File: src/rtl/assert_macros.svh
// ---------------------------------------------------------------------------
// assert_macros: concurrent assertion helpers
// implication checks that compile away when NO_ASSERTIONS is set
// ---------------------------------------------------------------------------
`ifndef ASSERT_MACROS_SVH
`define ASSERT_MACROS_SVH

`ifndef NO_ASSERTIONS
`define ASSERT_IMPLY(name, clk, rst, ante, cons) \
  name: assert property (@(posedge clk) disable iff (rst) (ante) |-> (cons)) \
    else $error("assertion failed");
`define ASSERT_NEXT(name, clk, rst, ante, cons) \
  name: assert property (@(posedge clk) disable iff (rst) (ante) |=> (cons)) \
    else $error("assertion failed");
`else
`define ASSERT_IMPLY(name, clk, rst, ante, cons)
`define ASSERT_NEXT(name, clk, rst, ante, cons)
`endif

`endif

File: src/rtl/vrn_pkg.sv
// ---------------------------------------------------------------------------
// vrn_pkg: shared types and constants
// widths, request codes, atan table and saturation helpers
// ---------------------------------------------------------------------------
`default_nettype none

package vrn_pkg;

  localparam int DEF_CORDIC_STAGES = 16;
  localparam int DEF_FRACTION_BITS = 16;
  localparam int GUARD_BITS = 8;
  localparam int CW = 44;   // cordic datapath width
  localparam int DW = 44;   // divisor width
  localparam int QB = 36;   // quotient bits
  localparam logic [31:0] INV_GAIN = 32'd2608131496;

  localparam logic [2:0] ACT_ROTATE = 3'd0;
  localparam logic [2:0] ACT_POLAR  = 3'd1;
  localparam logic [2:0] ACT_LENGTH = 3'd2;
  localparam logic [2:0] ACT_NORM   = 3'd3;
  localparam logic [2:0] ACT_CLAMP  = 3'd4;
  localparam logic [2:0] ACT_SETLEN = 3'd5;
  localparam logic [2:0] ACT_POS90  = 3'd6;
  localparam logic [2:0] ACT_NEG90  = 3'd7;

  typedef struct packed {
    logic vld;
    logic [2:0] action;
    logic signed [31:0] x;
    logic signed [31:0] y;
    logic [30:0] len;
    logic zero;
  } item_t;

  typedef struct packed {
    logic signed [CW-1:0] xv;
    logic signed [CW-1:0] yv;
    logic [31:0] z;
    logic vect;
  } cvec_t;

  typedef struct packed {
    logic [DW-1:0] rem;
    logic [QB-1:0] low;
    logic [QB-1:0] q;
  } div_t;

  typedef struct packed {
    logic vld;
    logic [2:0] action;
    logic signed [31:0] x;
    logic signed [31:0] y;
    logic [30:0] len;
    logic zero;
    logic [31:0] rx;
    logic [31:0] ry;
    logic [30:0] len_o;
    logic [15:0] ang_o;
    logic dact;
    logic ovfx;
    logic ovfy;
    logic [DW-1:0] den;
  } res_t;

  function automatic logic [31:0] atan_entry(input logic [4:0] i);
    logic [31:0] a;
    case (i)
      5'd0:  a = 32'h20000000;
      5'd1:  a = 32'h12E4051E;
      5'd2:  a = 32'h09FB385B;
      5'd3:  a = 32'h051111D4;
      5'd4:  a = 32'h028B0D43;
      5'd5:  a = 32'h0145D7E1;
      5'd6:  a = 32'h00A2F61E;
      5'd7:  a = 32'h00517C55;
      5'd8:  a = 32'h0028BE53;
      5'd9:  a = 32'h00145F2F;
      5'd10: a = 32'h000A2F98;
      5'd11: a = 32'h000517CC;
      5'd12: a = 32'h00028BE6;
      5'd13: a = 32'h000145F3;
      5'd14: a = 32'h0000A2FA;
      5'd15: a = 32'h0000517D;
      5'd16: a = 32'h000028BE;
      5'd17: a = 32'h0000145F;
      5'd18: a = 32'h00000A30;
      5'd19: a = 32'h00000518;
      5'd20: a = 32'h0000028C;
      5'd21: a = 32'h00000146;
      5'd22: a = 32'h000000A3;
      5'd23: a = 32'h00000051;
      5'd24: a = 32'h00000029;
      5'd25: a = 32'h00000014;
      5'd26: a = 32'h0000000A;
      5'd27: a = 32'h00000005;
      5'd28: a = 32'h00000003;
      5'd29: a = 32'h00000001;
      5'd30: a = 32'h00000001;
      default: a = 32'h00000000;
    endcase
    return a;
  endfunction

  // apply sign to a magnitude and clamp to 32-bit signed range
  function automatic logic [31:0] sat_mag(input logic neg, input logic [CW-1:0] m);
    logic [31:0] r;
    if (neg) begin
      if (m >= CW'(33'h0_8000_0000)) r = 32'h8000_0000;
      else r = ~m[31:0] + 32'd1;
    end else begin
      if (m > CW'(32'h7FFF_FFFF)) r = 32'h7FFF_FFFF;
      else r = m[31:0];
    end
    return r;
  endfunction

  function automatic logic [31:0] neg_sat(input logic [31:0] v);
    logic [31:0] r;
    if (v == 32'h8000_0000) r = 32'h7FFF_FFFF;
    else r = ~v + 32'd1;
    return r;
  endfunction

endpackage

`default_nettype wire

File: src/rtl/vrn_div_stage.sv
// ---------------------------------------------------------------------------
// vrn_div_stage: one restoring division step for both components
// brings down one numerator bit and produces one quotient bit
// ---------------------------------------------------------------------------
`default_nettype none

module vrn_div_stage import vrn_pkg::*; (
  input  logic          clk,
  input  logic          en,
  input  logic [DW-1:0] den,
  input  div_t          din_x,
  input  div_t          din_y,
  output div_t          dout_x,
  output div_t          dout_y
);

  function automatic div_t div_step(input div_t d, input logic [DW-1:0] dv);
    logic [DW:0] t;
    logic ge;
    div_t r;
    t = {d.rem, d.low[QB-1]};
    ge = (t >= {1'b0, dv});
    r.rem = ge ? DW'(t - {1'b0, dv}) : t[DW-1:0];
    r.low = {d.low[QB-2:0], 1'b0};
    r.q = {d.q[QB-2:0], ge};
    return r;
  endfunction

  always_ff @(posedge clk) begin
    if (en) begin
      dout_x <= div_step(din_x, den);
      dout_y <= div_step(din_y, den);
    end
  end

endmodule

`default_nettype wire

File: config.mk
export PLATFORM = sky130hd
export DESIGN_NAME = vrn_div_stage
export DESIGN_NICKNAME = d
export VERILOG_FILES = /design/src/rtl/assert_macros.svh /design/src/rtl/vrn_pkg.sv /design/src/rtl/vrn_div_stage.sv
export SDC_FILE = /design/constraint.sdc
export NUM_CORES = 1
export LEC_CHECK = 0
export BUFFER_PORTS_ARGS = -buffer_cell sky130_fd_sc_hd__buf_2
export CORE_AREA = 3 3 200 202
export DETAILED_ROUTE_END_ITERATION = 10
export DIE_AREA = 0 0 203 205
export PLACE_DENSITY_LB_ADDON = 0.2
export SYNTH_ARGS = -nofsm -noshare
export SYNTH_HDL_FRONTEND = slang
export SYNTH_SLANG_ARGS = --single-unit
File: constraint.sdc
create_clock -name clk -period 5.27 [get_ports clk]
set_input_delay 1.581 -clock clk [delete_from_list [all_inputs] [get_ports clk]]
set_output_delay 1.581 -clock clk [all_outputs]
set_load 0.05 [all_outputs]
==> impl.org <==
** Global route
- The via count of the first global-routing pass is 11,200.
- The number of antenna violations at the first check in global routing was 24.
- Entering global routing, the biggest net connects 103 pins.
- For this run, the total global-route usage over all layers was measured as 0.218.
- Total global routing overflow :: 0
- The first global-routing pass estimated 68,500 microns of wire.

** Synth
- Leading register cell type out of synthesis :: edfxtp_1
- For this run, the register share of the synthesized area comes to 0.518.
- Counting flops and latches in the post-synthesis netlist gives 230.
- Counting distinct cell types in the post-synthesis netlist gives 78.
- Yosys warning total :: 0
- After synthesis, the mean cell area works out to 11.5 sq um.
- After synthesis the cells add up to 13,300 sq um.
- Counting flops with an async set or reset pin after synthesis yields a share of 0.
- Number of flops mapped to enable cells by yosys :: between 200 and 250
- The cell count after synthesis came out at 1,161.

** Placement
- The placed instances occupy a cell area of 16,400 sq um.
- Dpl ws :: 0.297 ns
- DP Wirelength :: a little under 40,000 microns
- Buffers placed on the I/O ports in this run total 505.
- At the end of routability-driven placement, the weighted congestion stood at 0.868.

** Critical path
- By startpoint and endpoint, the worst setup path is classified as input pin to flop.
- In this design, the stage delay of the slowest critical-path cell is 0.86 ns.
- Of all nets on the critical path, the largest fanout is 6.
- Among all stages on the critical path, the largest delay is contributed by a221oi_1.
- Worst EP arrival :: 4.78 ns
- Delay-heaviest family, CP :: compound AO/OA/AOI/OAI gates
- Type of element launching the critical path :: input pin
- Crit. End Element :: flop
- Buffers plus inverters on the worst setup path :: 2
- The critical path goes through buf_2 -> inv_1 -> ha_1 -> a21o_1 -> nor3_1 -> a211oi_1 -> o21ai_0 -> nand4b_1 -> a221oi_1 -> o211ai_1 -> xnor2_1 -> mux2_4.
- Required time reported for the critical path endpoint :: approximately 5.6 ns

** Layout
- At the end of the flow, the number of nets in the layout was 2,036.
- The finished cells cover 17,400 sq um.
- In the final layout, the multi-input gates occupy about 5900 sq um.
- Commonest non-fill, non-tap cell in the layout :: buf_2
- Compared with the post-synthesis result, the final layout area differs by 30.2%.
- Registers take 6910 sq um.
- Commonest non-fill, non-tap cells in the layout :: buf_2, edfxtp_1, a21oi_1, ha_1, nor2_1
- Number of fillers in the final layout :: 3,732
- Share of cells above drive strength 1 :: 0.360

** Clock network
- In this run the deepest clock path goes through 3 buffers.
- CTS built an H-tree with a depth of 1.
- The root buffer cell chosen for the clock tree is clkbuf_16.
- Post-cts hold buffer count :: 0
- CTS-repair resized insts :: 0
- In this run the post-CTS setup repair buffer count came out at 0.
- Number of sinks on the clock net :: 230
- CTS tree :: yes
- The number of clock buffers added by TritonCTS is 28.
- After clock tree synthesis, the clock-pin slew on the worst setup and hold paths is 0.06 ns.

** Die
- The die is 203 microns wide.
- The die is 205 microns tall.
- The region available for standard cell placement spans around 38,000 sq um.
- Initial Utilization :: 0.347
- In this run the core area contains 72 standard-cell rows.
- The floorplan step defined a die boundary enclosing about 42,000 sq um.
- For this design the top-level I/O count stands at 510.

** Timing
- The hold violation total from the final report was 0.
- Summed over all failing endpoints, the final setup total negative slack is 0 ns.
- Relative max-transition margin :: 0.367
- Number of pins with negative max-slew slack in the final report :: 0
- Hold is met by 1.20 ns.
- Setup repair after global routing left no endpoint under its margin.
- For the pin with the worst max-slew slack, the measured transition is roughly 0.95 ns.
- Least setup slack across all paths after layout :: 0.791 ns
- Portion of the clock cycle consumed by the worst path in the final layout :: 0.850
- Highest achievable clock rate :: 223 MHz
- Fin crit period :: 4.48 ns
- Number of setup violations in the final report :: 0

** Routing
- For this run, design rule violations remaining after detail routing come to 0.
- In this run the remaining antenna-violating nets after routing total 0.
- Via count of the routed design :: around 11,000
- The first detailed-routing pass ran for 5 iterations.
- After detailed routing, the number of vias per cell comes to roughly 5.1.
- Drt initial violations :: around 610
- After detailed routing, the average wire length per cell comes to 21.7 microns.
- Overall routed net length :: 48,100 microns

** Power
- Reported leakage power :: 7.74 nW
- Largest voltage drop on the vdd net :: between 200 and 250 uV
- Pwr Density :: approximately 370 nW/um^2
- Total power draw :: 6.34 mW

** Run
- The tool flagged a number of max-cap violations equal to 0.

** Run status
- Run status :: complete, no violations

** Worst hold path
- Type of the tightest min-delay check :: input pin to flop
## cells in the mapped netlist, types with 4 or more instances
cell type,instances,area (sq um)
and2_1,5,31.3
and3_1,11,68.8
ha_1,88,1100
edfxtp_1,230,6910
nor2_1,78,293
nand2b_1,14,87.6
nand4_1,17,106
nand3_1,36,180
a31oi_1,12,75.1
inv_1,65,244
o21bai_1,12,90.1
xnor2_1,43,377
buf_2,5,25.0
a211oi_1,4,30.0
nand3b_1,6,45.0
a211o_1,4,35.0
mux2_1,21,236
a221oi_1,5,43.8
a21oi_1,122,611
mux2_4,12,180
clkbuf_1,20,75.1
nor2b_1,8,50.1
a41oi_1,5,43.8
o31a_1,4,35.0
a21o_1,46,345
xor2_1,30,263
o21ai_0,56,280
o21a_1,15,113
nand4b_1,5,43.8
a21o_2,4,35.0
o31ai_1,7,52.6
buf_6,9,101
nand2_1,54,203
nor3_1,14,70.1
or3_1,6,37.5
o211ai_1,8,60.1
mux2_2,12,135
nor4_1,5,31.3
## final cells by class
type	count	share of cell area
diodes	5	0.000721
well taps	518	0.0373
inverters	66	0.0146
clock buffers	36	0.0433
multi-input cells	823	0.339
clock inverters	16	0.0125
flip-flops and latches	230	0.398
repair buffers	519	0.154
## path summary, 6_finish.rpt
| kind | start | endpoint | slack [ns] | cells past startpoint |
|---|---|---|---|---|
| worst min-delay path | din_x[45] | dout_x[46] | 1.20 | 1 |
| worst max-delay path | den[5] | dout_y[108] | 0.79 | 12 |
## through the flow
| step | instances | utilization |
|---|---|---|
| 3_3_place_gp | 2156 | 0.426 |
| 6_report | 2213 | 0.451 |
| 5_1_grt | 2210 | 0.451 |
| 3_5_place_dp | 2156 | 0.426 |
| 2_1_floorplan | 1162 | - |
| 4_1_cts | 2208 | 0.451 |
## per-layer routing
layer,up-vias,track usage,part of all wire
met5,-,0,0.0055
met4,40,0.0732,0.034
met3,108,0.0671,0.079
met2,403,0.396,0.51
met1,5340,0.242,0.37
li1,5420,-,-
## flip-flops by register name, summed over array words and instances (netlist names)
register and count:
dout_y 115, dout_x 115
## cell families after synthesis
family                     share of synthesized area
adders and majority gates                     0.0855
other                                       0.000281
muxes                                         0.0436
AOI/OAI and AO/OA                              0.163
and+or+nand+nor                                0.101
buffers and inverters                         0.0408
DFF                                            0.518
xor gates and xnor gates                      0.0479
## power breakdown
part	total [mW]	leakage (nW)	internal, mW	switching, mW
Clock	2.04	0.455	1.25	0.791
Combinational	1.98	5.03	0.586	1.39
Sequential	2.32	2.25	2.27	0.0524
Total	6.34	7.74	4.10	2.24
Power figures use the tool's default switching activity.
